===== src/hdl/tse_pkg.sv =====
// ----------------------------------------------------------------------------
// tse_pkg
// shared types and constants of the topological sort engine
// ----------------------------------------------------------------------------
package tse_pkg;

  localparam int NODE_W = 6;
  localparam int FUNC_W = 2;

  typedef enum logic [FUNC_W-1:0] {
    FUNC_ADD_NODE = 2'd0,
    FUNC_ADD_DEP  = 2'd1,
    FUNC_SORT     = 2'd2,
    FUNC_CLEAR    = 2'd3
  } tse_func_t;

  typedef enum logic [3:0] {
    ST_IDLE,
    ST_EDGE_WR,
    ST_INIT_RD,
    ST_INIT_WR,
    ST_LOOP,
    ST_Q_RD,
    ST_Q_WAIT,
    ST_ROW_RD,
    ST_DEP_SCAN,
    ST_DEP_WR,
    ST_EMIT_RD,
    ST_EMIT_LD,
    ST_STATUS
  } tse_state_t;

  // graph store control
  typedef struct packed {
    logic clear;
    logic mark_a;
    logic mark_b;
    logic edge_wr;
  } tse_gctl_t;

endpackage


===== src/hdl/tse_ram.sv =====
// ----------------------------------------------------------------------------
// tse_ram
// generic single write port, single read port ram with registered read
// ----------------------------------------------------------------------------
module tse_ram #(
  parameter int WIDTH = 8,
  parameter int DEPTH = 64,
  localparam int AW = (DEPTH > 1) ? $clog2(DEPTH) : 1
) (
  input  logic             clk,
  input  logic             wr_en,
  input  logic [AW-1:0]    wr_addr,
  input  logic [WIDTH-1:0] wr_data,
  input  logic [AW-1:0]    rd_addr,
  output logic [WIDTH-1:0] rd_data
);

  logic [WIDTH-1:0] mem [DEPTH];

  always_ff @(posedge clk) begin
    if (wr_en) begin
      mem[wr_addr] <= wr_data;
    end
    rd_data <= mem[rd_addr];
  end

endmodule


===== src/hdl/tse_graph.sv =====
// ----------------------------------------------------------------------------
// tse_graph
// graph store: edge rows and in-degrees in ram, row and entry valid bits,
// present mask
// ----------------------------------------------------------------------------
module tse_graph import tse_pkg::*; #(
  parameter int MAX_NODES = 64,
  localparam int NW = $clog2(MAX_NODES),
  localparam int CW = $clog2(MAX_NODES + 1)
) (
  input  logic                 clk,
  input  logic                 rst,
  input  tse_gctl_t            gctl,
  input  logic [NW-1:0]        addr_a,
  input  logic [NW-1:0]        addr_b,
  input  logic [MAX_NODES-1:0] row_wr_data,
  input  logic [CW-1:0]        deg_wr_data,
  input  logic [NW-1:0]        row_rd_addr,
  input  logic [NW-1:0]        deg_rd_addr,
  output logic [MAX_NODES-1:0] row_rd_data,
  output logic [CW-1:0]        deg_rd_data,
  output logic [MAX_NODES-1:0] present
);

  logic [MAX_NODES-1:0] row_valid;
  logic [MAX_NODES-1:0] deg_valid;
  logic                 row_hit;
  logic                 deg_hit;
  logic [MAX_NODES-1:0] row_ram;
  logic [CW-1:0]        deg_ram;

  tse_ram #(.WIDTH(MAX_NODES), .DEPTH(MAX_NODES)) u_rows (
    .clk     (clk),
    .wr_en   (gctl.edge_wr),
    .wr_addr (addr_b),
    .wr_data (row_wr_data),
    .rd_addr (row_rd_addr),
    .rd_data (row_ram)
  );

  tse_ram #(.WIDTH(CW), .DEPTH(MAX_NODES)) u_deg (
    .clk     (clk),
    .wr_en   (gctl.edge_wr),
    .wr_addr (addr_a),
    .wr_data (deg_wr_data),
    .rd_addr (deg_rd_addr),
    .rd_data (deg_ram)
  );

  always_ff @(posedge clk) begin
    if (rst || gctl.clear) begin
      row_valid <= '0;
      deg_valid <= '0;
      present   <= '0;
      row_hit   <= 1'b0;
      deg_hit   <= 1'b0;
    end else begin
      row_hit <= row_valid[row_rd_addr];
      deg_hit <= deg_valid[deg_rd_addr];
      if (gctl.mark_a) begin
        present[addr_a] <= 1'b1;
      end
      if (gctl.mark_b) begin
        present[addr_b] <= 1'b1;
      end
      if (gctl.edge_wr) begin
        row_valid[addr_b] <= 1'b1;
        deg_valid[addr_a] <= 1'b1;
      end
    end
  end

  // entries never written read as zero
  assign row_rd_data = row_hit ? row_ram : '0;
  assign deg_rd_data = deg_hit ? deg_ram : '0;

endmodule


===== config.mk =====
export PLATFORM = sky130hd
export DESIGN_NAME = tse_graph
export DESIGN_NICKNAME = d
export VERILOG_FILES = /design/src/hdl/tse_pkg.sv /design/src/hdl/tse_ram.sv /design/src/hdl/tse_graph.sv
export SDC_FILE = /design/constraint.sdc
export NUM_CORES = 2
export LEC_CHECK = 0
export BUFFER_PORTS_ARGS = -buffer_cell sky130_fd_sc_hd__buf_2
export CAP_MARGIN = 20
export CORE_UTILIZATION = 50
export DETAILED_ROUTE_END_ITERATION = 10
export PLACE_DENSITY = 0.69
export SYNTH_ARGS = -nofsm -noshare
export SYNTH_HDL_FRONTEND = slang
export SYNTH_MEMORY_MAX_BITS = 65536
export SYNTH_SLANG_ARGS = --single-unit
export TNS_END_PERCENT = 100

===== constraint.sdc =====
create_clock -name clk -period 9.1 [get_ports clk]
set_clock_uncertainty 0.15 [all_clocks]
set_input_delay 1.365 -clock clk [delete_from_list [all_inputs] [get_ports clk]]
set_output_delay 1.365 -clock clk [all_outputs]
set_load 0.02 [all_outputs]

# After elaboration in Yosys (flattened, before gate mapping)
# Memories as Yosys holds them, arrays and structs flattened. A register that Yosys moved wholly into a read port is not among the register bits.
# Index checks and enable logic that the tools add are counted.
# W data, S select, Z words.
[word_totals]
input_bits = 101
mem_bits_rw = 4544
out_inout_bits = 135
mem_count = 2
elab_cells = 35
ff_bits = 194
[mem_list]
columns = ["name", "words", "word_bits", "rd", "rd_clocked_by_memory_dff", "write_ports", "line_no", "rtl"]
rows = [
  ["u_rows.mem", 64, 64, 1, 1, 1, "tse_ram.sv:18", "logic [WIDTH-1:0] mem [DEPTH];"],
  ["u_deg.mem", 64, 7, 1, 1, 1, "tse_ram.sv:18", ""],
]
[classes]
n_mux = 15
n_bitwise = 4
magnitude_cmp = 6
reduce_logical = 3
[op_table]
columns = ["cell", "n"]
rows = [
  ["$mux W64", 4],
  ["$or A64 B64 Y64", 4],
  ["$lt A6 B7 Y1 const B", 4],
  ["$bmux W1 S6", 2],
  ["$demux W1 S6", 2],
  ["$ge A6 B1 Y1 const B", 2],
  ["$mux W7", 1],
  ["$mux W1", 6],
  ["$logic_and A1 B1 Y1", 2],
  ["$logic_or A1 B1 Y1", 1],
]

# Logic depth before layout (Yosys ltp)
[logic_depth]
word_depth = 9
mapped_depth = 10
ltp_nobuf = 5

# Cells and area by module
# Synthesis repeated with hierarchy kept, for this count alone.
[hier_totals]
hier_cells = 8302
hier_area_um2 = 182097.1
[modules_own_cells]
columns = ["mod", "area_each_um2", "seq_area_each_um2", "cells_each", "n_inst"]
rows = [
  ["tse_ram (u_rows)", 156348.7, 124279.2, 6598, 1],
  ["tse_ram (u_deg)", 17635.7, 13593.0, 827, 1],
  ["tse_graph", 8112.8, 3883.7, 877, 1],
]

# Worst setup path before layout
# OpenSTA, ideal clock, no wires.
[synth_path]
path_type = "in2reg"
start = "in addr_b[3]"
end = "mem u_rows.mem[0][0] (netlist name) (enable)"
path_slack_ns = 3.324
n_path_buf = 1
arrival_time_ns = 5.138
setup_time_ns = 0.488
cell_stages = 4
required_ns = 8.462
path_cell_list = "clkbuf_1 > nor3_1 > nand2_1 > nor2_1"
[synth_rtl]
columns = ["item", "line_no", "rtl"]
rows = [
  ["start: declaration", "tse_graph.sv:15", "input logic [NW-1:0] addr_b,"],
  ["end: declaration", "tse_ram.sv:18", ""],
]
# Straight into the memory's write port.

# Worst setup path after layout
[layout_path]
start = "in addr_b[3]"
end = "mem u_rows.mem[28][33] (netlist name) (enable)"
# Straight into the memory's write port.

==> run metrics <==
status=finished clean; vias post-DR=roughly 87000; CTS hold repair buffers=0; I/O Pins=between 200 and 250; antenna violations before repair=38; max-slew violation count=0; Register-to-Register Path Depth=4; Area Growth Syn to Fin=12.71%; clock-pin slew on the worst setup and hold paths=0.06 ns; area of the die=365300 um^2; Root Driver=clkbuf_16; register area share after synthesis=between 70% and 80%; grt total ovfl=0; PD cells=220.8 nW/um^2; CP max stage delay=0.98 ns; Register Area=141800 um^2; Total Routing Usage GR=25.34%; ys async rst share=0%; Worst-Margin Slew=between 1 and 1.5 ns; Lkg Pwr=between 60 and 70 nW; worst reg2reg endpoint=u_rows.rd_data[24]$_DFF_P_; DP HPWL=approximately 260 mm; core area=360000 um^2; Rows=220; most common cell after layout, fill and taps aside=edfxtp_1; syn_nets=7883; Fin. Hold Viols=0; Max Freq=approximately 210 MHz; Iter 0 DRT Violations=12380; first-pass GRT wire length=655.3 mm; CP Launch Type=input port; number of distinct library cells after synthesis=40; most frequent cells in the layout=edfxtp_1, mux4_2, clkbuf_16; Setup Crit Path Kind=input port to flop; Synth Register Bits=4809; maxcap violations=0; DRT Pass-1 Iters=6; Worst Hold Path Cells=1; cell with the largest stage delay on the worst path=buf_4; post-layout power=45.16 mW; synthesized area=about 180000 um^2; worst r2r src=u_rows.mem[15][24]$_DFFE_PP_; crit-path cells=buf_2, nand2_1, nor2_1, nand2_1, nor2_4, buf_4; number of antenna-violating nets in the routed design=0; ys flop type=edfxtp_1; Initial Utilization=50.39%; post_cts resized=0; worst hold start=row_valid[32]$_SDFFE_PP0P_; worst-path maximum fanout=44; CTS H-tree depth=5; Post-Route WL=465.9 mm; Multi-input gate area=38210 um^2; period utilization=53.48%; min cycle time layout=4.867 ns; Max clock buf depth=4; Post-route DRC=0; Num CTS Buffers=458; pin count of the biggest net entering global routing=143; Post-synth EDFFs=4544; WP data required=9.51 ns; Critical Path AT=5.27 ns; most numerous cell on the critical path=nand2_1; layout cells sized above 1=29.99%; Nets=roughly 8400; RSZ-0062 raised after global routing=false; setup TNS=0 ns; flop2flop setup slack=6.48 ns; min-delay worst type=flop to flop; Placer Congestion=approximately 0.81; Max rail drop VDD=0.2099 mV; # fillers=25470; CP endpoint kind=flop; CTS Sinks=around 4800; Post-Synthesis Cells=7782; Yosys warnings=0; post-CTS setup buffer count=0; Final setup viols=0; Hold Path Sink=row_valid[32]$_SDFFE_PP0P_; Die Ht=between 600 and 700 um; number of global-route vias before repair=just under 90000; PortBufs=235; Wirelength per Cell=roughly 35 um; Clk Latency, worst-skew pair=between 0.9 and 1 ns; relative slew slack=around 20%; Mean Syn Cell Area=23.32 um^2; CTS tree=done; routed vias/inst=roughly 6.5; Die X=604.4 um
-- worst max-delay path, delay by kind of cell --
| family | cells | cell delay [ns] |
|---|---|---|
| buffers and inverters | 2 | 1.23 |
| AND/OR/NAND/NOR | 4 | 2.56 |
-- routing by layer --
| layer | track usage [%] | up-vias | wire, um |
|---|---|---|---|
| li1 | - | 34200 | - |
| met1 | 35.63 | 46770 | 176000 |
| met2 | 40.77 | 5266 | 227000 |
| met3 | 4.546 | 814 | 46750 |
| met4 | 8.095 | 22 | 16040 |
| met5 | 0 | - | 135 |
-- Yosys cell counts, drive strengths merged (19+ instances only) --
| cell type | instances | area [um^2] |
|---|---|---|
| edfxtp | 4544 | 136500 |
| o22ai | 58 | 362.9 |
| and2 | 76 | 475.5 |
| nor3 | 123 | 615.6 |
| clkbuf | 207 | 777.0 |
| mux4 | 1389 | 31280 |
| o21a | 42 | 315.3 |
| a221oi | 76 | 665.6 |
| buf | 224 | 1241 |
| a211oi | 54 | 405.4 |
| a21oi | 64 | 320.3 |
| mux2i | 71 | 710.7 |
| nand2 | 37 | 138.9 |
| nor2 | 452 | 1697 |
| dfxtp | 265 | 5305 |
| nor3b | 19 | 157.7 |
-- cell families after synthesis --
group,Yosys count,synth area share [%]
simple gates,753,1.866
flops,4809,78.13
compound gates,325,1.243
mux,1462,17.65
buf+inv,433,1.116
-- through the flow --
stage / cell area (um^2) / hold WS (ns) / utilization [%] / setup WS (ns) / std cells
floorplan: 181400 / 0.2848 / - / 3.324 / 7782
global placement: 189200 / 0.2913 / 52.54 / 3.154 / 12570
detailed placement: 189300 / 0.3012 / 52.57 / 3.163 / 12580
CTS: 203900 / 0.3151 / 56.63 / 4.187 / 13440
global route: 204500 / 0.3229 / 56.79 / 4.119 / 13470
finish: 204500 / 0.3152 / 56.80 / 4.233 / 13490
-- layout make-up --
class / instances / area share, %
inverter: 2 / 0.003671
clock buffer: 651 / 6.282
timing repair buffer: 485 / 1.898
sequential: 4809 / 69.32
clock inverter: 208 / 0.8725
multi-input combinational: 2540 / 18.68
antenna: 18 / 0.02203
tap: 4773 / 2.920
-- flip-flops by register name (all words and copies together) (netlist names) --
signal	flops
deg_hit	1
deg_valid	64
present	64
row_hit	1
row_valid	64
u_deg.mem	448
u_deg.rd_data	7
u_rows.mem	4096
u_rows.rd_data	64
-- how the worst max path moves through the flow --
| stage | startpoint | endpoint | slack (ns) | cells past startpoint |
|---|---|---|---|---|
| after global placement | addr_b[4] | u_rows.mem[28][17]$_DFFE_PP_ | 3.15 | 6 |
| after floorplan | addr_b[3] | u_rows.mem[0][0]$_DFFE_PP_ | 3.32 | 4 |
| final | addr_b[3] | u_rows.mem[28][33]$_DFFE_PP_ | 4.23 | 6 |
| after global routing | addr_b[3] | u_rows.mem[28][38]$_DFFE_PP_ | 4.12 | 6 |
| after detailed placement | addr_b[3] | u_rows.mem[28][17]$_DFFE_PP_ | 3.16 | 6 |
| after CTS | addr_b[3] | u_rows.mem[28][38]$_DFFE_PP_ | 4.19 | 6 |
-- where the power goes --
group	internal, mW	switching (mW)
clock network	10.3	8.13
logic	0.820	1.37
registers	24.4	0.105
(Power assumes the default switching activity.)
