==> src/hdl/tse_pkg.sv <==
// ----------------------------------------------------------------------------
// tse_pkg
// shared types and constants of the topological sort engine
// ----------------------------------------------------------------------------
package tse_pkg;

  localparam int NODE_W = 6;
  localparam int FUNC_W = 2;

  typedef enum logic [FUNC_W-1:0] {
    FUNC_ADD_NODE = 2'd0,
    FUNC_ADD_DEP  = 2'd1,
    FUNC_SORT     = 2'd2,
    FUNC_CLEAR    = 2'd3
  } tse_func_t;

  typedef enum logic [3:0] {
    ST_IDLE,
    ST_EDGE_WR,
    ST_INIT_RD,
    ST_INIT_WR,
    ST_LOOP,
    ST_Q_RD,
    ST_Q_WAIT,
    ST_ROW_RD,
    ST_DEP_SCAN,
    ST_DEP_WR,
    ST_EMIT_RD,
    ST_EMIT_LD,
    ST_STATUS
  } tse_state_t;

  // graph store control
  typedef struct packed {
    logic clear;
    logic mark_a;
    logic mark_b;
    logic edge_wr;
  } tse_gctl_t;

endpackage

==> src/hdl/tse_ram.sv <==
// ----------------------------------------------------------------------------
// tse_ram
// generic single write port, single read port ram with registered read
// ----------------------------------------------------------------------------
module tse_ram #(
  parameter int WIDTH = 8,
  parameter int DEPTH = 64,
  localparam int AW = (DEPTH > 1) ? $clog2(DEPTH) : 1
) (
  input  logic             clk,
  input  logic             wr_en,
  input  logic [AW-1:0]    wr_addr,
  input  logic [WIDTH-1:0] wr_data,
  input  logic [AW-1:0]    rd_addr,
  output logic [WIDTH-1:0] rd_data
);

  logic [WIDTH-1:0] mem [DEPTH];

  always_ff @(posedge clk) begin
    if (wr_en) begin
      mem[wr_addr] <= wr_data;
    end
    rd_data <= mem[rd_addr];
  end

endmodule

==> src/hdl/tse_kahn.sv <==
// ----------------------------------------------------------------------------
// tse_kahn
// sequencer: graph loads, kahn ordering over work and queue rams, result
// register
// ----------------------------------------------------------------------------
module tse_kahn import tse_pkg::*; #(
  parameter int MAX_NODES = 64,
  localparam int NW = $clog2(MAX_NODES),
  localparam int CW = $clog2(MAX_NODES + 1)
) (
  input  logic                 clk,
  input  logic                 rst,
  input  logic                 in_valid,
  output logic                 in_stall,
  input  logic [FUNC_W-1:0]    func,
  input  logic [NODE_W-1:0]    node_a,
  input  logic [NODE_W-1:0]    node_b,
  output logic                 out_valid,
  input  logic                 out_stall,
  output logic [NODE_W-1:0]    node_out,
  output logic                 has_node,
  output logic                 cycle_found,
  output logic                 last,
  output tse_gctl_t            gctl,
  output logic [NW-1:0]        g_addr_a,
  output logic [NW-1:0]        g_addr_b,
  output logic [MAX_NODES-1:0] g_row_wr_data,
  output logic [CW-1:0]        g_deg_wr_data,
  output logic [NW-1:0]        g_row_rd_addr,
  output logic [NW-1:0]        g_deg_rd_addr,
  input  logic [MAX_NODES-1:0] g_row_rd_data,
  input  logic [CW-1:0]        g_deg_rd_data,
  input  logic [MAX_NODES-1:0] g_present
);

  localparam logic [NW-1:0] LAST_IDX = NW'(MAX_NODES - 1);

  tse_state_t    state, state_next;
  logic [NW-1:0] a_q, a_q_next;
  logic [NW-1:0] b_q, b_q_next;
  logic [NW-1:0] scan, scan_next;
  logic [NW-1:0] cur, cur_next;
  logic [CW-1:0] head, head_next;
  logic [CW-1:0] tail, tail_next;
  logic [CW-1:0] present_cnt, present_cnt_next;
  logic          status_cyc, status_cyc_next;

  logic [NW-1:0] in_a;
  logic [NW-1:0] in_b;
  logic          a_ok;
  logic          b_ok;
  logic          out_free;
  logic          out_load;
  logic [NODE_W-1:0] load_node;
  logic          load_has;
  logic          load_cyc;
  logic          load_last;

  logic          q_wr_en;
  logic [NW-1:0] q_rd_addr;
  logic [NW-1:0] q_rd_data;
  logic          w_wr_en;
  logic [CW-1:0] w_wr_data;
  logic [CW-1:0] w_rd_data;

  assign in_a = NW'(node_a);
  assign in_b = NW'(node_b);
  assign a_ok = 32'(node_a) < MAX_NODES;
  assign b_ok = 32'(node_b) < MAX_NODES;

  assign in_stall = (state != ST_IDLE);
  assign out_free = !out_valid || !out_stall;

  // graph addressing
  assign g_addr_a      = (state == ST_IDLE) ? in_a : a_q;
  assign g_addr_b      = (state == ST_IDLE) ? in_b : b_q;
  assign g_row_rd_addr = (state == ST_IDLE) ? in_b : cur;
  assign g_deg_rd_addr = (state == ST_IDLE) ? in_a : scan;
  assign g_row_wr_data = g_row_rd_data | (MAX_NODES'(1) << a_q);
  assign g_deg_wr_data = g_deg_rd_data + CW'(1);

  assign q_rd_addr = (state == ST_EMIT_RD || state == ST_EMIT_LD) ? scan : head[NW-1:0];

  // ready queue, written at tail
  tse_ram #(.WIDTH(NW), .DEPTH(MAX_NODES)) u_queue (
    .clk     (clk),
    .wr_en   (q_wr_en),
    .wr_addr (tail[NW-1:0]),
    .wr_data (scan),
    .rd_addr (q_rd_addr),
    .rd_data (q_rd_data)
  );

  // working in-degrees
  tse_ram #(.WIDTH(CW), .DEPTH(MAX_NODES)) u_work (
    .clk     (clk),
    .wr_en   (w_wr_en),
    .wr_addr (scan),
    .wr_data (w_wr_data),
    .rd_addr (scan),
    .rd_data (w_rd_data)
  );

  always_ff @(posedge clk) begin
    if (rst) begin
      state     <= ST_IDLE;
      out_valid <= 1'b0;
    end else begin
      state <= state_next;
      if (out_load) begin
        out_valid <= 1'b1;
      end else if (!out_stall) begin
        out_valid <= 1'b0;
      end
    end
  end

  always_ff @(posedge clk) begin
    a_q         <= a_q_next;
    b_q         <= b_q_next;
    scan        <= scan_next;
    cur         <= cur_next;
    head        <= head_next;
    tail        <= tail_next;
    present_cnt <= present_cnt_next;
    status_cyc  <= status_cyc_next;
    if (out_load) begin
      node_out    <= load_node;
      has_node    <= load_has;
      cycle_found <= load_cyc;
      last        <= load_last;
    end
  end

  always_comb begin
    state_next       = state;
    a_q_next         = a_q;
    b_q_next         = b_q;
    scan_next        = scan;
    cur_next         = cur;
    head_next        = head;
    tail_next        = tail;
    present_cnt_next = present_cnt;
    status_cyc_next  = status_cyc;
    gctl             = '0;
    q_wr_en          = 1'b0;
    w_wr_en          = 1'b0;
    w_wr_data        = g_deg_rd_data;
    out_load         = 1'b0;
    load_node        = '0;
    load_has         = 1'b0;
    load_cyc         = 1'b0;
    load_last        = 1'b0;

    case (state)
      ST_IDLE: begin
        if (in_valid) begin
          case (tse_func_t'(func))
            FUNC_ADD_NODE: begin
              gctl.mark_a = a_ok;
            end
            FUNC_ADD_DEP: begin
              if (a_ok && b_ok) begin
                gctl.mark_a = 1'b1;
                gctl.mark_b = 1'b1;
                a_q_next    = in_a;
                b_q_next    = in_b;
                state_next  = ST_EDGE_WR;
              end
            end
            FUNC_SORT: begin
              scan_next        = '0;
              head_next        = '0;
              tail_next        = '0;
              present_cnt_next = '0;
              state_next       = ST_INIT_RD;
            end
            default: begin
              gctl.clear = 1'b1;
            end
          endcase
        end
      end

      // duplicate edges leave row and in-degree alone
      ST_EDGE_WR: begin
        gctl.edge_wr = !g_row_rd_data[a_q];
        state_next   = ST_IDLE;
      end

      ST_INIT_RD: begin
        state_next = ST_INIT_WR;
      end

      ST_INIT_WR: begin
        w_wr_en = 1'b1;
        if (g_present[scan]) begin
          present_cnt_next = present_cnt + CW'(1);
          if (g_deg_rd_data == '0) begin
            q_wr_en   = 1'b1;
            tail_next = tail + CW'(1);
          end
        end
        if (scan == LAST_IDX) begin
          state_next = ST_LOOP;
        end else begin
          scan_next  = scan + NW'(1);
          state_next = ST_INIT_RD;
        end
      end

      ST_LOOP: begin
        if (head != tail) begin
          state_next = ST_Q_RD;
        end else if (present_cnt == '0) begin
          status_cyc_next = 1'b0;
          state_next      = ST_STATUS;
        end else if (tail != present_cnt) begin
          status_cyc_next = 1'b1;
          state_next      = ST_STATUS;
        end else begin
          scan_next  = '0;
          state_next = ST_EMIT_RD;
        end
      end

      ST_Q_RD: begin
        state_next = ST_Q_WAIT;
      end

      ST_Q_WAIT: begin
        cur_next   = q_rd_data;
        head_next  = head + CW'(1);
        state_next = ST_ROW_RD;
      end

      ST_ROW_RD: begin
        scan_next  = '0;
        state_next = ST_DEP_SCAN;
      end

      ST_DEP_SCAN: begin
        if (g_row_rd_data[scan]) begin
          state_next = ST_DEP_WR;
        end else if (scan == LAST_IDX) begin
          state_next = ST_LOOP;
        end else begin
          scan_next = scan + NW'(1);
        end
      end

      ST_DEP_WR: begin
        if (w_rd_data != '0) begin
          w_wr_en   = 1'b1;
          w_wr_data = w_rd_data - CW'(1);
          if (w_rd_data == CW'(1)) begin
            q_wr_en   = 1'b1;
            tail_next = tail + CW'(1);
          end
        end
        if (scan == LAST_IDX) begin
          state_next = ST_LOOP;
        end else begin
          scan_next  = scan + NW'(1);
          state_next = ST_DEP_SCAN;
        end
      end

      ST_EMIT_RD: begin
        state_next = ST_EMIT_LD;
      end

      ST_EMIT_LD: begin
        if (out_free) begin
          out_load  = 1'b1;
          load_node = NODE_W'(q_rd_data);
          load_has  = 1'b1;
          load_last = (CW'(scan) + CW'(1)) == tail;
          if (load_last) begin
            state_next = ST_IDLE;
          end else begin
            scan_next  = scan + NW'(1);
            state_next = ST_EMIT_RD;
          end
        end
      end

      ST_STATUS: begin
        if (out_free) begin
          out_load   = 1'b1;
          load_cyc   = status_cyc;
          load_last  = 1'b1;
          state_next = ST_IDLE;
        end
      end

      default: begin
        state_next = ST_IDLE;
      end
    endcase
  end

endmodule

==> config.mk <==
export PLATFORM = sky130hd
export DESIGN_NAME = tse_kahn
export DESIGN_NICKNAME = d
export VERILOG_FILES = /design/src/hdl/tse_pkg.sv /design/src/hdl/tse_ram.sv /design/src/hdl/tse_kahn.sv
export SDC_FILE = /design/constraint.sdc
export NUM_CORES = 1
export LEC_CHECK = 0
export BUFFER_PORTS_ARGS = -buffer_cell sky130_fd_sc_hd__clkbuf_2
export CORE_UTILIZATION = 30
export DETAILED_ROUTE_END_ITERATION = 10
export PLACE_DENSITY = 0.45
export SYNTH_ARGS = -nofsm -noshare
export SYNTH_HDL_FRONTEND = slang
export SYNTH_HIERARCHICAL = 1
export SYNTH_SLANG_ARGS = --single-unit
==> constraint.sdc <==
create_clock -name clk -period 8.94 [get_ports clk]
set_clock_uncertainty 0.05 [all_clocks]
set_input_delay 0.894 -clock clk [delete_from_list [all_inputs] [get_ports clk]]
set_output_delay 0.894 -clock clk [all_outputs]
set_load 0.05 [all_outputs]
[Word level (Yosys, flattened, before mapping)]
Memory sizes are Yosys's and may differ from the RTL's. A register that Yosys moved wholly into a read port is not among the register bits.
Cells that the tools add are included.
Operators by class
  bitwise operators: 2
  shifts and indexed selects: 1
  equal/unequal tests: 35
  reductions and logical operators: 29
  add/subtract/negate cells: 7
  mux-type cells: 70
  magnitude comparators: 2
Operators by type and width (count)
  $mux W6: 14
  $or A64 B64 Y64: 1
  $shl A1 B6 Y64 const A: 1
  $mux W7: 9
  $pmux W4 S12: 1
  $pmux W6 S6: 1
  $mux W4: 8
  $add A7 B1 Y7 const B: 4
  $pmux W7 S2: 2
  $ne A2 B2 Y1 const B: 12
  $mux W1: 22
  $pmux W7 S3: 1
  $eq A4 B4 Y1 const B: 5
  $bmux W1 S6: 3
  $eq A4 B3 Y1 const B: 4
  $mux W3: 5
  $logic_not A7 Y1: 2
  $lt A6 B7 Y1 const B: 2
  $ne A7 B7 Y1: 2
  $reduce_and A3 Y1: 3
  $reduce_and A9 Y1: 1
  $eq A4 B2 Y1 const B: 2
  $pmux W4 S2: 1
  $add A6 B1 Y7 const B: 1
  other kinds (28): 39
Word-level totals
  output and inout port bits: 110
  input bits: 153
  register bits: 60
  memories: 2
  RAM bits: 832
Memories
  u_work.mem: words 64, width 7, rd ports 1, clocked after Yosys merged registers in 1, wr ports 1, line tse_ram.sv:18  | logic [WIDTH-1:0] mem [DEPTH];
  u_queue.mem: words 64, width 6, rd ports 1, clocked after Yosys merged registers in 1, wr ports 1, line tse_ram.sv:18

[Longest topological paths before layout]
Gate-level depths: netlist of run 1.
  word-level depth: 6
  depth in mapped cells: 13

[Cells and area by module]
The synthesis of run 1 kept the hierarchy.
Modules (own cells, without submodules)
  tse_ram (u_work): seq. area each 13593.0 µm², instances 1, area each 17635.7 µm², cells each 827
  tse_ram (u_queue): seq. area each 11651.2 µm², instances 1, area each 15229.6 µm², cells each 722
  tse_kahn: seq. area each 1751.7 µm², instances 1, area each 6049.6 µm², cells each 655

[Worst setup path before layout of run 1]
OpenSTA, ideal clock, no wires.
  kind: register to register
  start: reg scan[0]
  end: mem u_queue/mem[40][0] (netlist bit), enable pin
  stages on the path, launching flop included: 13
  data arrival time: 4.272 ns
  slack: 4.241 ns
  path buffers: 3
  clock period less this slack: 4.699 ns
  required time: 8.513 ns
  cells stage by stage: edfxtp_1 buf_2 buf_4 buf_2 mux2i_1 o221ai_1 a21oi_1 a311oi_1 nor4_1 o31ai_1 nand3_1 or3_1 nor3_1
Between the ends
  cells in the longest elaborated chain, start to end: 6
Ends and longest elaborated chain
  start, declared: line tse_kahn.sv:41  | logic [NW-1:0] scan, scan_next;
  start signal, assigned: line tse_kahn.sv:121  | scan <= scan_next;
  $bmux W1 S6: line tse_kahn.sv:197  | if (g_present[scan]) begin
  $mux W1 (not written as such): line tse_kahn.sv:197
  $mux W1: line tse_kahn.sv:197
  $pmux W1 S2: line tse_kahn.sv:155  | case (state)
  net q_wr_en: line tse_kahn.sv:59  | logic q_wr_en;
  $mux W1: line tse_ram.sv:21  | if (wr_en) begin
  $mux W1 (not written as such): line tse_ram.sv:22  | mem[wr_addr] <= wr_data;
  end, declared: line tse_ram.sv:18
The timed path passes the listed nets, and every way through them passes these cells. The select of a mux whose other input is x is not followed.

==> results of run 1 <==
how the worst min path moves through the flow:
| stage | slack [ns] | to |
|---|---|---|
| 2_1_floorplan | 0.35 | cur[0] |
| 3_3_place_gp | 0.48 | cur[2] |
| 3_5_place_dp | 0.47 | cur[2] |
| 4_1_cts | 0.32 | b_q[0] |
| 5_1_grt | 0.34 | b_q[2] |
| 6_report | 0.38 | a_q[3] |
placed cells by master, fill, tap and decap left out, types with 14 or more instances in the layout:
cell type	count
edfxtp_1	887
clkbuf_2	262
mux4_2	241
nor2_1	198
nand2_1	114
clkbuf_16	97
mux2i_1	55
nand3_1	44
buf_4	35
a21oi_1	34
a21o_1	31
nor3_1	29
o21bai_1	29
xor2_1	28
o22ai_1	28
o221ai_1	26
nor2b_1	25
clkinv_2	22
nand2b_1	21
clkbuf_1	21
xnor2_1	20
dfxtp_1	18
clkinv_1	17
o21ai_1	15
o21ai_0	15
inv_1	14
a211oi_1	14
final cells by class:
| class | instances | area share [%] |
|---|---|---|
| inverters | 17 | 0.1411 |
| well taps | 1729 | 4.784 |
| clock buffers | 120 | 5.603 |
| flip-flops and latches | 905 | 59.70 |
| diodes | 3 | 0.01660 |
| multi-input cells | 1154 | 24.92 |
| repair buffers | 299 | 3.569 |
| clock inverters | 59 | 1.270 |
synth_stat cells, types with 7 or more instances:
| cell type | n | area, um^2 |
|---|---|---|
| o31ai_1 | 9 | 67.56 |
| buf_6 | 13 | 146.4 |
| nand2b_1 | 21 | 131.4 |
| a22oi_1 | 10 | 75.07 |
| inv_1 | 14 | 52.55 |
| o21bai_1 | 29 | 217.7 |
| o21ai_0 | 21 | 105.1 |
| nand2_1 | 114 | 427.9 |
| mux4_2 | 241 | 5428 |
| nor2_1 | 198 | 743.2 |
| and2_1 | 13 | 81.33 |
| mux2i_1 | 55 | 550.5 |
| a211oi_1 | 14 | 105.1 |
| ha_1 | 9 | 112.6 |
| edfxtp_1 | 887 | 26640 |
| or3_1 | 7 | 43.79 |
| nor4_1 | 7 | 43.79 |
| a21o_1 | 31 | 232.7 |
| clkbuf_1 | 70 | 262.8 |
| buf_2 | 31 | 155.2 |
| nand3b_1 | 12 | 90.09 |
| o221ai_1 | 26 | 227.7 |
| dfxtp_1 | 18 | 360.4 |
| xnor2_1 | 20 | 175.2 |
| o22a_1 | 7 | 61.31 |
| mux2_2 | 14 | 157.7 |
| nor2b_1 | 25 | 156.4 |
| nor3_1 | 29 | 145.1 |
| o22ai_1 | 28 | 175.2 |
| xor2_1 | 28 | 245.2 |
| a21oi_1 | 34 | 170.2 |
| o21ai_1 | 18 | 90.09 |
| nand3_1 | 44 | 220.2 |
| and3_1 | 11 | 68.82 |
| buf_4 | 9 | 67.56 |
worst max-delay path, cell delays in order (launching register included):
cell	delay, ns
edfxtp_1	1.13
mux4_2	0.46
mux4_2	0.50
mux4_2	0.54
nor4_2	0.39
clkbuf_2	0.37
sequential cells by signal (all words and copies together), names as in the netlist, 4 cells and up:
register	cells
a_q	6
b_q	6
cur	6
head	7
node_out	6
present_cnt	7
scan	6
state	4
tail	7
u_queue/mem	384
u_queue/rd_data	6
u_work/mem	448
u_work/rd_data	7
layer usage:
| metal | global-route usage, % | wire, um | up-vias |
|---|---|---|---|
| met5 | 0 | 0 | - |
| met4 | 5.243 | 3141 | 0 |
| met3 | 2.848 | 5964 | 163 |
| met2 | 28.73 | 55480 | 791 |
| met1 | 21.26 | 46200 | 11410 |
| li1 | - | - | 9483 |
power by group through the flow:
stage	combinational, mW	sequential [mW]	clock (mW)
global placement	4.19	5.38	0
CTS	4.21	5.29	4.01
global route	4.41	5.31	4.16
finish	4.12	5.29	3.90
floorplan	2.73	5.43	0
detailed placement	4.21	5.38	0
metrics by stage:
step                util (%)  area (um^2)  hold WS [ns]  setup slack [ns]  instances
detailed placement     32.85        42110        0.4697             4.026       4104
floorplan                  -        38910        0.3500             4.241       2204
CTS                    35.27        45210        0.3210             3.759       4283
global route           35.28        45220        0.3387             3.720       4286
global placement       32.85        42110        0.4795             4.105       4104
finish                 35.28        45220        0.3786             3.887       4286
kinds of logic (layout without fill, tap and decap cells):
group,count (synthesis),after routing,synth area share [%]
DFF,905,905,69.37
adders and majority gates,9,9,0.2894
and+or+nand+nor,512,512,6.157
xor gates and xnor gates,49,49,1.138
muxes,318,318,16.23
AOI/OAI and AO/OA,266,266,4.836
buffers and inverters,145,495,1.977
other,0,3,0
==> run summary, run 1 <==
# setup viols final: 0
Core area: 128,200 um^2
CTS Hold Buffers Added: 0
Clk buf depth: 3
Initial Utilization: 30.36%
Worst slew pin tran: 1.191 ns
Ys async rst share: 0%
Hold Violations, Final: 0
Vias in the first global route: 22,640
I/O pin cnt: 263
TritonCTS clock tree: done
Fin. max-slew vios: 0
Mapped Area: 38,910 um^2
Residual DRC: 0
Total Power: 13.32 mW
R2R setup slack: 4.20 ns
Area of the multi-input gates: 11,270 um^2
Min-Delay Path Class: in2reg
Die area: 131,200 um^2
Vert. Die Dim: 362.2 um
First-pass GRT wire length: 160,600 um
Worst setup EP type: primary output
WS Path Type: reg2out
Setup_tns: 0 ns
Share of cells above drive strength 1: 28.35%
Final min period: 5.053 ns
Seq pwr share: 39.7%
Clock group share of total power: 29.3%
Gr ovfl total: 0
Number of max-cap violations: 0
Clk root buf: clkbuf_16
Seq/Total Area, Yosys: 69.37%
Combinational group share of total power: 31.0%
Sw power: 4.563 mW
Die W: 362.2 um
Initial antenna violation count: 3
Reg2reg end: u_queue/mem[54][1]
VDD IR max: 273.4 uV
Register area: 27,000 um^2
Clk Latency, worst-skew pair: 0.68 ns
FILL cells: 12,100
Clock buffer count from CTS: 96
Largest net degree at the start of global routing: 121
Power Density: 294.6 nW/um^2
Post-synth EDFFs: 887
Postcts setup bufs: 0
Yosys warns: 6
FF-to-FF Start: scan[0]
Hold depth: 1
Crit path launch type: flop
First-pass iteration count of the detailed router: 7
Row cnt: 131
Syn_nets: 2,366
Outcome: complete, no violations
Synth unique cells: 72
WP data required: 8.00 ns
Clock sink total: 905
CP startpoint: a_q[1]
Vias per cell: 5.097
Area growth, synth to finish: 16.20%
Post-DP HPWL: 73,190 um
Int Power: 8.758 mW
Vias: 21,850
Wire per inst: 25.85 um
Post-Syn Instances: 2,204
Routability cong.: 0.9279
PortBufs: 262
Launch point of the worst hold path: node_a[3]
H-Tree Depth: 3
Fmax: 197.9 MHz
Clk pin slew, worst setup/hold paths: 0.06 ns
# resized after CTS: 0
Max FO, Critical Path: 25
All-Layer GR Usage: 16.66%
Max-slew headroom: 20.58%
Synth Flop Type: edfxtp_1
Nets: 2,635
Antenna Nets Post-Route: 0
RSZ-0062 raised after global routing: false
Critical Path End: gctl[0]
Switching part of the total power: 34.25%
Worst EP arrival: 4.11 ns
Pleak: 14.71 nW
Yosys reg bits: 905
Syn avg cell area: 17.66 um^2
Period Utilization, post-route: 56.52%
Starting DRC count in detailed routing: 1,992
Post-Route WL: 110,800 um
Worst r2r path cells: 12
No activity file was read; power rests on OpenSTA's default activity.
==> inputs of run 2 (changes only) <==
Clock period 8.94 ns to 4.8 ns, I/O delays scaled along.
==> run summary, run 2 (synthesis gave the netlist of run 1 again) <==
Clock buffer count from CTS: 100
VDD IR max: 561.8 uV
TritonCTS clock tree: done
Outcome: complete, no violations
Number of max-cap violations: 0
Largest net degree at the start of global routing: 109
Vias in the first global route: 23,330
Starting DRC count in detailed routing: 1,672
R2R setup slack: 0.73 ns
Area of the multi-input gates: 11,270 um^2
Antenna Nets Post-Route: 0
Most common cell after layout, fill and taps aside: edfxtp_1
Pleak: 15.54 nW
Period Utilization, post-route: 91.28%
WP data required: 4.27 ns
Most frequent cells in the layout: edfxtp_1 (887), clkbuf_2 (262), mux4_2 (241)
Vias: 22,450
I/O pin cnt: 263
Clk pin slew, worst setup/hold paths: 0.06 ns
Residual DRC: 0
Core area: 128,200 um^2
# resized after CTS: 0
First-pass GRT wire length: 162,900 um
Max-slew headroom: 36.89%
Share of cells above drive strength 1: 31.78%
Vert. Die Dim: 362.2 um
RSZ-0062 raised after global routing: false
Vias per cell: 5.059
Initial Utilization: 30.36%
H-Tree Depth: 3
Post-Route WL: 110,600 um
Worst setup EP type: primary output
Worst slew pin tran: 0.9467 ns
Fin. max-slew vios: 0
Wire per inst: 24.92 um
All-Layer GR Usage: 16.87%
Largest register FFs: 448
Dpl cell area: 43,170 um^2
PortBufs: 262
Post-DP HPWL: 74,130 um
# setup viols final: 0
Initial antenna violation count: 4
Max FO, Critical Path: 23
Clk Latency, worst-skew pair: 0.72 ns
Crit path launch type: flop
Fmax: 228.2 MHz
Largest Register: u_work/mem
WS Path Type: reg2out
Setup_tns: 0 ns
Final Instance Area: 46,610 um^2
Gr ovfl total: 0
Hold Violations, Final: 0
Final min period: 4.381 ns
Row cnt: 131
Die area: 131,200 um^2
Routability cong.: 0.9108
First-pass iteration count of the detailed router: 5
Register area: 27,000 um^2
Clock sink total: 905
Regs by FF count: u_work/mem (448), u_queue/mem (384)
Area growth, synth to finish: 19.77%
Clk root buf: clkbuf_16
Nets: 2,784
Clk buf depth: 3
Worst EP arrival: 3.85 ns
Total Power: 25.16 mW
Power Density: 539.9 nW/um^2
FILL cells: 12,100
Die W: 362.2 um
Min-Delay Path Class: in2reg
Hold_ws: 0.07216 ns
[run 2: per-stage QoR]
step,setup slack [ns],std cells,utilization [%]
floorplan,0.1013,2204,-
global placement,0.7209,4233,33.68
detailed placement,0.7184,4233,33.68
CTS,0.2597,4435,36.36
global route,0.2746,4438,36.36
finish,0.4187,4438,36.36
[run 2: cell type report]
cell class | count | area share, %
sequential | 905 | 57.92
multi-input combinational | 1154 | 24.18
timing repair buffer | 444 | 6.083
clock buffer | 123 | 5.576
tap | 1729 | 4.641
clock inverter | 63 | 1.452
inverter | 17 | 0.1369
antenna | 3 | 0.01611
[run 2: what timing repair did]
action                                  in CTS  in global routing
setup buffers                                3                  0
endpoints found under the setup margin       1                  0
hold endpoints to repair                    15                  0
hold buffers                                13                  0
[run 2: final timing paths]
path,cells after the start,endpoint,startpoint
setup / recovery,5,gctl[0],a_q[1]
hold / removal,3,out_valid,out_stall
setup reg to reg,11,u_queue/mem[52][1],scan[1]
hold reg to reg,0,cur[1],u_queue/rd_data[1]
[run 2: worst max-delay path, stage by stage (launching register included)]
cell and delay (ns):
edfxtp_1 0.93, mux4_2 0.41, mux4_2 0.51, mux4_2 0.52, nor4_2 0.39, clkbuf_2 0.38
[run 2: report_power, final]
part           internal [mW]  switching (mW)
combinational           2.79            5.00
clock                   4.33            3.23
sequential              9.52           0.294
total                   16.6            8.53
[run 2: routing by layer]
layer  GRT usage, %  vias to the layer above  part of all wire (%)
met5              0                        -                 0.011
met4          4.944                        2                   2.4
met3          3.360                      152                   5.8
met2          28.64                      749                    49
met1          21.73                    11770                    42
li1               -                     9784                     -
